### src/rtl/pip_pkg.sv
// ----------------------------------------------------------------------------
// pip_pkg
// Shared types and constants of the point-in-polygon block: widths, store
// sizes, op codes, register indexes, controller states, command and status.
// ----------------------------------------------------------------------------
package pip_pkg;

  // store sizes
  localparam int MAX_VERTICES = 256;
  localparam int MAX_RINGS    = 16;
  localparam int VADDR_W      = $clog2(MAX_VERTICES);
  localparam int VCNT_W       = VADDR_W + 1;
  localparam int RING_W       = $clog2(MAX_RINGS);
  localparam int RCNT_W       = RING_W + 1;

  // coordinate widths, degrees: lat Q8.22, lon Q9.22
  localparam int LAT_W  = 30;
  localparam int LON_W  = 31;
  localparam int DLAT_W = LAT_W + 1;
  localparam int DLON_W = LON_W + 1;
  localparam int PROD_W = DLAT_W + DLON_W;

  // port widths
  localparam int IN_TDATA_W  = 64;
  localparam int OUT_TDATA_W = 8;
  localparam int OP_W        = 2;
  localparam int CFG_IDX_W   = 8;
  localparam int CFG_DATA_W  = 32;

  // sector register reset values
  localparam logic signed [LAT_W-1:0] SECTOR_LAT_MIN_RST = -30'sd377487360;
  localparam logic signed [LAT_W-1:0] SECTOR_LAT_MAX_RST =  30'sd377487360;
  localparam logic signed [LON_W-1:0] SECTOR_LON_MIN_RST = -31'sd754974720;
  localparam logic signed [LON_W-1:0] SECTOR_LON_MAX_RST =  31'sd754974720;

  typedef enum logic [OP_W-1:0] {
    OP_CLEAR  = 2'd0,
    OP_APPEND = 2'd1,
    OP_QUERY  = 2'd2
  } op_t;

  typedef enum logic [CFG_IDX_W-1:0] {
    CFG_LAT_MIN = 8'd0,
    CFG_LAT_MAX = 8'd1,
    CFG_LON_MIN = 8'd2,
    CFG_LON_MAX = 8'd3
  } cfg_reg_t;

  typedef enum logic [2:0] {
    ST_IDLE,
    ST_QSTART,
    ST_WALK,
    ST_DRAIN,
    ST_DONE
  } state_t;

  // controller to datapath
  typedef struct packed {
    logic capture;      // latch query point
    logic clear;        // empty the polygon
    logic append;       // store one vertex
    logic walk_init;    // start the edge walk, clear accumulators
    logic walk_step;    // issue one store read
    logic acc_clear;    // clear accumulators, no walk
    logic result_load;  // load the output register
  } cmd_t;

  // datapath to controller
  typedef struct packed {
    logic go;           // point inside sector and at least one ring
    logic last_issue;   // this step reads the final vertex
    logic pipe_busy;    // edge pipeline still holds work
    logic out_free;     // output register can take a word
  } stat_t;

endpackage

### src/rtl/pip_ctrl.sv
// ----------------------------------------------------------------------------
// pip_ctrl
// Controller of the point-in-polygon block: decodes input words, sequences
// a query through sector check, edge walk, pipeline drain and result load.
// ----------------------------------------------------------------------------
module pip_ctrl (
  input  logic                       clk,
  input  logic                       rst,
  input  logic                       s_tvalid,
  input  logic [pip_pkg::OP_W-1:0]   op,
  output logic                       s_tready,
  input  pip_pkg::stat_t             stat,
  output pip_pkg::cmd_t              cmd
);
  import pip_pkg::*;

  state_t state;
  state_t state_next;
  op_t    op_code;

  assign op_code = op_t'(op);

  // state register
  always_ff @(posedge clk) begin
    if (rst) begin
      state <= ST_IDLE;
    end else begin
      state <= state_next;
    end
  end

  // next state
  always_comb begin
    state_next = state;
    case (state)
      ST_IDLE: begin
        if (s_tvalid && op_code == OP_QUERY) state_next = ST_QSTART;
      end
      ST_QSTART: begin
        state_next = stat.go ? ST_WALK : ST_DONE;
      end
      ST_WALK: begin
        if (stat.last_issue) state_next = ST_DRAIN;
      end
      ST_DRAIN: begin
        if (!stat.pipe_busy) state_next = ST_DONE;
      end
      ST_DONE: begin
        if (stat.out_free) state_next = ST_IDLE;
      end
      default: state_next = ST_IDLE;
    endcase
  end

  // outputs
  always_comb begin
    s_tready = 1'b0;
    cmd      = '0;
    case (state)
      ST_IDLE: begin
        s_tready = 1'b1;
        case (op_code)
          OP_CLEAR:  cmd.clear   = s_tvalid;
          OP_APPEND: cmd.append  = s_tvalid;
          OP_QUERY:  cmd.capture = s_tvalid;
          default:   ;
        endcase
      end
      ST_QSTART: begin
        cmd.walk_init = stat.go;
        cmd.acc_clear = !stat.go;
      end
      ST_WALK: begin
        cmd.walk_step = 1'b1;
      end
      ST_DRAIN: ;
      ST_DONE: begin
        cmd.result_load = stat.out_free;
      end
      default: ;
    endcase
  end

endmodule

### config.mk
export PLATFORM = sky130hd
export DESIGN_NAME = pip_ctrl
export DESIGN_NICKNAME = d
export VERILOG_FILES = /design/src/rtl/pip_pkg.sv /design/src/rtl/pip_ctrl.sv
export SDC_FILE = /design/constraint.sdc
export NUM_CORES = 1
export LEC_CHECK = 0
export ABC_CLOCK_PERIOD_IN_PS = 3500
export BUFFER_PORTS_ARGS = -buffer_cell sky130_fd_sc_hd__clkbuf_2
export CAP_MARGIN = 20
export CELL_PAD_IN_SITES_DETAIL_PLACEMENT = 0
export CELL_PAD_IN_SITES_GLOBAL_PLACEMENT = 1
export CORE_AREA = 5 5 42 44
export CTS_CLUSTER_SIZE = 12
export DETAILED_ROUTE_END_ITERATION = 10
export DIE_AREA = 0 0 47 49
export PLACE_DENSITY = 0.66
export SYNTH_ARGS = -nofsm -noshare
export SYNTH_HDL_FRONTEND = slang
export SYNTH_SLANG_ARGS = --single-unit
### constraint.sdc
create_clock -name clk -period 3.5 [get_ports clk]
set_input_delay 0.7 -clock clk [delete_from_list [all_inputs] [get_ports clk]]
set_output_delay 0.7 -clock clk [all_outputs]
set_load 0.02 [all_outputs]
==> flow_summary.toml, run 1 <==
[synth]
synth_fp_nets = 42
synth-edff-count = 0
synth_area_sq_um = 289
synth_top_area_share_pct = 20.8
ys_warn_count = 0
yosys_most_used_dff = "dfxtp_1"
synth.ff_latch_count = 3
synth_top_area_cell = "dfxtp_1"
synth.area.top_cells = "dfxtp_1 (21%), mux2_1 (7.8%), nor2b_1 (6.5%)"
avgSynthCellArea_sq_um = 8.76
synthTopCellsByCount = "dfxtp_1 (3), nor2b_1 (3), nor3_1 (3)"
synth-seq-area-share_pct = 20.8
synthDistinctLibCells = 24
async_reset_ff_share_pct = 0
syn_inst = 33

[sta]
tns_ps = 0
fmaxAchievable_mhz = 470
final-hold-violation-count = 0
rsz0062_at_grt = "no"
fin_hold_ws_ps = 657
post-route-min-period_ps = 2130
clock_skew_ps = 0.0804
worst_slew_pin_slew_ps = 360
final_max_slew_viol_count = 0
setup_violations = 0
fin_crit_sh_pct = 60.8
slew_headroom_pct = 76.0

[critical_path]
required_ps = 2800
end_kind = "primary output"
worst-path-max-fanout = 8
crit_type = "flip-flop to primary output"
arrival_ps = 1430
critPathLaunchType = "flip-flop"

[detailed_routing]
drt-initial-drc-count = 5
vias_per_cell = 4.30
drc = 0
ant_nets = 0
totalWireLength_um = 669
wl_per_cell_um = 10.1
dr_total_vias = 284
drt-pass1-iter-count = 4

[final_layout]
fin_util_pct = 27.8
regMostFlops = "state"
final_cell_area_sq_um = 389
finalNetCount = 60
antenna_cells = 0
reg.largest.list = "state: 3 flops"
layout-drive-gt1-share_pct = 42.0
area_growth_syn_to_layout_pct = 34.6
largest_register_ffs = 3

[cts]
clock_path_buffers = 2
h-tree-depth = 1
cts.repair.resized = 0
cts_buffers = 3
clk_latency_ps = 230
cts_tree = "done"
hold_buffers = 0
path_clk_slew_ps = 30
ctsRootBufferMaster = "clkbuf_4"
cts_setup_buffers = 0
cts_sinks = 3

[power_and_ir_drop]
ir_drop_uv = 194
pwr-share-comb_pct = 24.3
power_frac_clock_pct = 45.5
p_leak_uw = 0.000182
power_frac_seq_pct = 30.2
netSwitchingFraction_pct = 28.4
powerDensity_nw_per_um2 = 336
internal_power_uw = 93.6
p_sw_uw = 37.1

[global_route]
overflow = 0
antenna_found_initial = 0
grt_pass1_wl_um = 1080
grt_pass1_vias = 275
grt_max_degree = 11
grt_usage_pct = 6.97

[placement]
place_area_sq_um = 363
numPortBuffers = 16
place_congestion = 0.741

[floorplan]
die_width_um = 47
ios = 17
coreArea_sq_um = 1400
die_area_sq_um = 2300
initial_core_util_pct = 20.6
num_rows = 14
die_height_um = 49

[status]
status = "completed"

[job]
cap_violations = 0

[min_path]
min_path_type = "flip-flop to flip-flop"
==> stage by stage <==
| step | cells | worst slack (ps) | total power, uW |
|---|---|---|---|
| 2_1_floorplan | 33 | 1170 | 61.9 |
| 3_3_place_gp | 62 | 1460 | 72.3 |
| 3_5_place_dp | 62 | 1440 | 72.3 |
| 4_1_cts | 66 | 1360 | 136 |
| 5_1_grt | 66 | 1270 | 143 |
| 6_report | 66 | 1370 | 131 |
==> cells by family after synthesis <==
family / share of synthesized area [%]
simple gates: 50.6
compound gates: 8.22
mux: 11.3
flops: 20.8
buf+inv: 9.09
==> routing by layer <==
layer  routed length, um  track usage (%)  vias up
li1                    -                -      152
met1                 266             5.70      124
met2                 340             11.1        8
met3                  63             6.64        0
met4                   0             2.76        0
met5                   0                0        -
==> layout make-up <==
cell class | count | area (sq um)
multi-input combinational | 27 | 203
tap | 16 | 20.0
fill | 166 | 1010
timing repair buffer | 16 | 80.1
clock buffer | 4 | 26.3
sequential | 3 | 60.1
==> worst paths after layout <==
check,start,to,slack [ps],cells past startpoint
min reg2reg,state[0],state[0],660,2
max,state[0],cmd[5],1370,3
min,state[0],state[0],660,2
max reg2reg,state[1],state[2],2030,4
==> layout by cell type (no fill, tap or decap) <==
| master | count |
|---|---|
| mux2_1 | 2 |
| nand2_1 | 1 |
| o22a_1 | 1 |
| a21oi_1 | 1 |
| clkbuf_2 | 16 |
| nor3_1 | 3 |
| mux2i_1 | 1 |
| nor2b_1 | 3 |
| nand2b_1 | 2 |
| clkbuf_1 | 1 |
| nor4_1 | 1 |
| clkbuf_4 | 3 |
| nand3_1 | 1 |
| dfxtp_1 | 3 |
| nor3b_1 | 1 |
| and2_1 | 1 |
| o211a_1 | 1 |
| and2b_1 | 1 |
| nor3_2 | 1 |
| nand2b_4 | 1 |
| nor4bb_1 | 1 |
| nand4b_1 | 1 |
| nand3b_1 | 1 |
| nor2_1 | 1 |
| and4b_1 | 1 |
==> worst max-delay path, cell delays in order (launching register included) <==
cell and delay [ps]:
dfxtp_1 380, nor3_2 300, nor4bb_1 300, clkbuf_2 220
==> power by group through the flow <==
stage / Combinational (uW) / Sequential, uW / Clock, uW
floorplan: 25.2 / 36.7 / 0
global placement: 32.2 / 40.1 / 0
detailed placement: 32.2 / 40.1 / 0
CTS: 32.2 / 39.6 / 64.1
global route: 34.6 / 40.1 / 68.7
finish: 31.7 / 39.5 / 59.5
(Power assumes the default switching activity.)
==> inputs of run 2 (changes only) <==
Settings changed: ABC_CLOCK_PERIOD_IN_PS 3500 to 1900, PLACE_DENSITY 0.66 to 0.69.
Clock period 3.5 ns to 1.9 ns, I/O delays scaled along.
==> flow_summary.toml, run 2 (same netlist as run 1, synthesis figures left out) <==
[sta]
setup_violations = 0
final-hold-violation-count = 0
tns_ps = 0
rsz0062_at_grt = "no"
post-route-min-period_ps = 1760
worst_slew_pin_slew_ps = 391
clock_skew_ps = 2.79
slew_headroom_pct = 73.9
final_max_slew_viol_count = 0
fmaxAchievable_mhz = 567
fin_crit_sh_pct = 92.9
fin_hold_ws_ps = 380

[power_and_ir_drop]
p_leak_uw = 0.000186
power_frac_seq_pct = 29.9
p_sw_uw = 69.3
power_frac_clock_pct = 44.5
powerDensity_nw_per_um2 = 608
pwr-share-comb_pct = 25.6
netSwitchingFraction_pct = 28.4
total_power_uw = 244
ir_drop_uv = 352
internal_power_uw = 175

[critical_path]
required_ps = 1520
worst-path-buf-inv = 1
worst-path-max-fanout = 8
crit_type = "flip-flop to primary output"
startpoint = "state[0]"
critPathLaunchType = "flip-flop"
arrival_ps = 1380
r2r-end = "state[2]"
path_cells = "nor3_4, nor4bb_2, clkbuf_2"
slowest_stage = "dfxtp_1"
r2r_start = "state[1]"
r2r_setup_slack_ps = 420
path_delay_family = "simple AND/OR/NAND/NOR gates"
end_kind = "primary output"
rr_worst_depth = 4
critPathMaxStageDelay_ps = 390

[min_path]
whs_path_depth = 2
hp-start = "rst"
min_path_type = "input pin to flip-flop"
worstHoldEndpoint = "state[0]"

[cts]
cts_buffers = 3
path_clk_slew_ps = 40
clock_path_buffers = 2
cts.repair.resized = 0
cts_tree = "done"
cts_setup_buffers = 0
clk_latency_ps = 230
h-tree-depth = 1
cts_sinks = 3
ctsRootBufferMaster = "clkbuf_4"
hold_buffers = 0

[detailed_routing]
ant_nets = 0
drt-pass1-iter-count = 3
dr_total_vias = 292
wl_per_cell_um = 10.0
drt-initial-drc-count = 10
vias_per_cell = 4.42
totalWireLength_um = 660
drc = 0

[global_route]
overflow = 0
grt_usage_pct = 6.68
antenna_found_initial = 0
grt_max_degree = 11
grt_pass1_wl_um = 1150
grt_pass1_vias = 294

[final_layout]
reg.largest.list = "state: 3 flops"
final_cell_mix = "clkbuf_2 (16), nor2b_1 (3), nor3_1 (3), clkbuf_4 (3), dfxtp_1 (3)"
layout_commonest_cell = "clkbuf_2"
finalNetCount = 60
regMostFlops = "state"
area_growth_syn_to_layout_pct = 39.0
antenna_cells = 0
layout-drive-gt1-share_pct = 44.0
largest_register_ffs = 3

[floorplan]
num_rows = 14
die_area_sq_um = 2300
die_width_um = 47
die_height_um = 49
ios = 17
initial_core_util_pct = 20.6
coreArea_sq_um = 1400

[placement]
place_congestion = 0.714
dpl.hpwl_um = 549
numPortBuffers = 16

[job]
cap_violations = 0

[status]
status = "completed"
-- run 2: cell counts in the layout (fill, tap and decap cells not counted) --
Identical to the previous run, type by type.
-- run 2: final cells by class --
type,count,area [sq um]
multi-input combinational,27,215
clock buffer,4,26.3
tap,16,20.0
timing repair buffer,16,80.1
sequential,3,60.1
fill,155,1000
-- run 2: worst max-delay path by stage --
stage	end	slack [ps]	cells past startpoint
after floorplan	cmd[5]	60	3
after global placement	cmd[5]	380	3
after detailed placement	cmd[5]	350	3
after CTS	cmd[5]	100	3
after global routing	cmd[5]	30	3
final	cmd[5]	140	3
-- run 2: routing by layer --
metal / share of wire (%) / global-route usage (%)
met5: 0 / 0
met4: 0 / 1.38
met3: 10 / 4.80
met2: 43 / 9.50
met1: 47 / 8.10
-- run 2: worst register-to-register path, delay by kind of cell (launching register included) --
family | cells | cell delay (ps)
DFF | 1 | 510
AOI/OAI and AO/OA | 2 | 420
muxes | 1 | 300
and+or+nand+nor | 1 | 120
-- run 2: metrics by stage --
step	instance area [sq um]	worst slack, ps	utilization, %	cells
final	402	136	28.7	66
after global routing	402	28.8	28.7	66
after CTS	395	97.0	28.2	66
after detailed placement	369	350	26.3	62
after global placement	369	376	26.3	62
after floorplan	295	60.4	-	33
-- run 2: power groups by stage --
stage                     combinational, uW  clock, uW  sequential (uW)
final                                  62.4        109             73.1
after CTS                              61.5        114             72.2
after detailed placement               61.1          0             73.3
after global routing                   67.7        128             73.8
after global placement                 61.6          0             73.2
after floorplan                        47.5          0             67.5
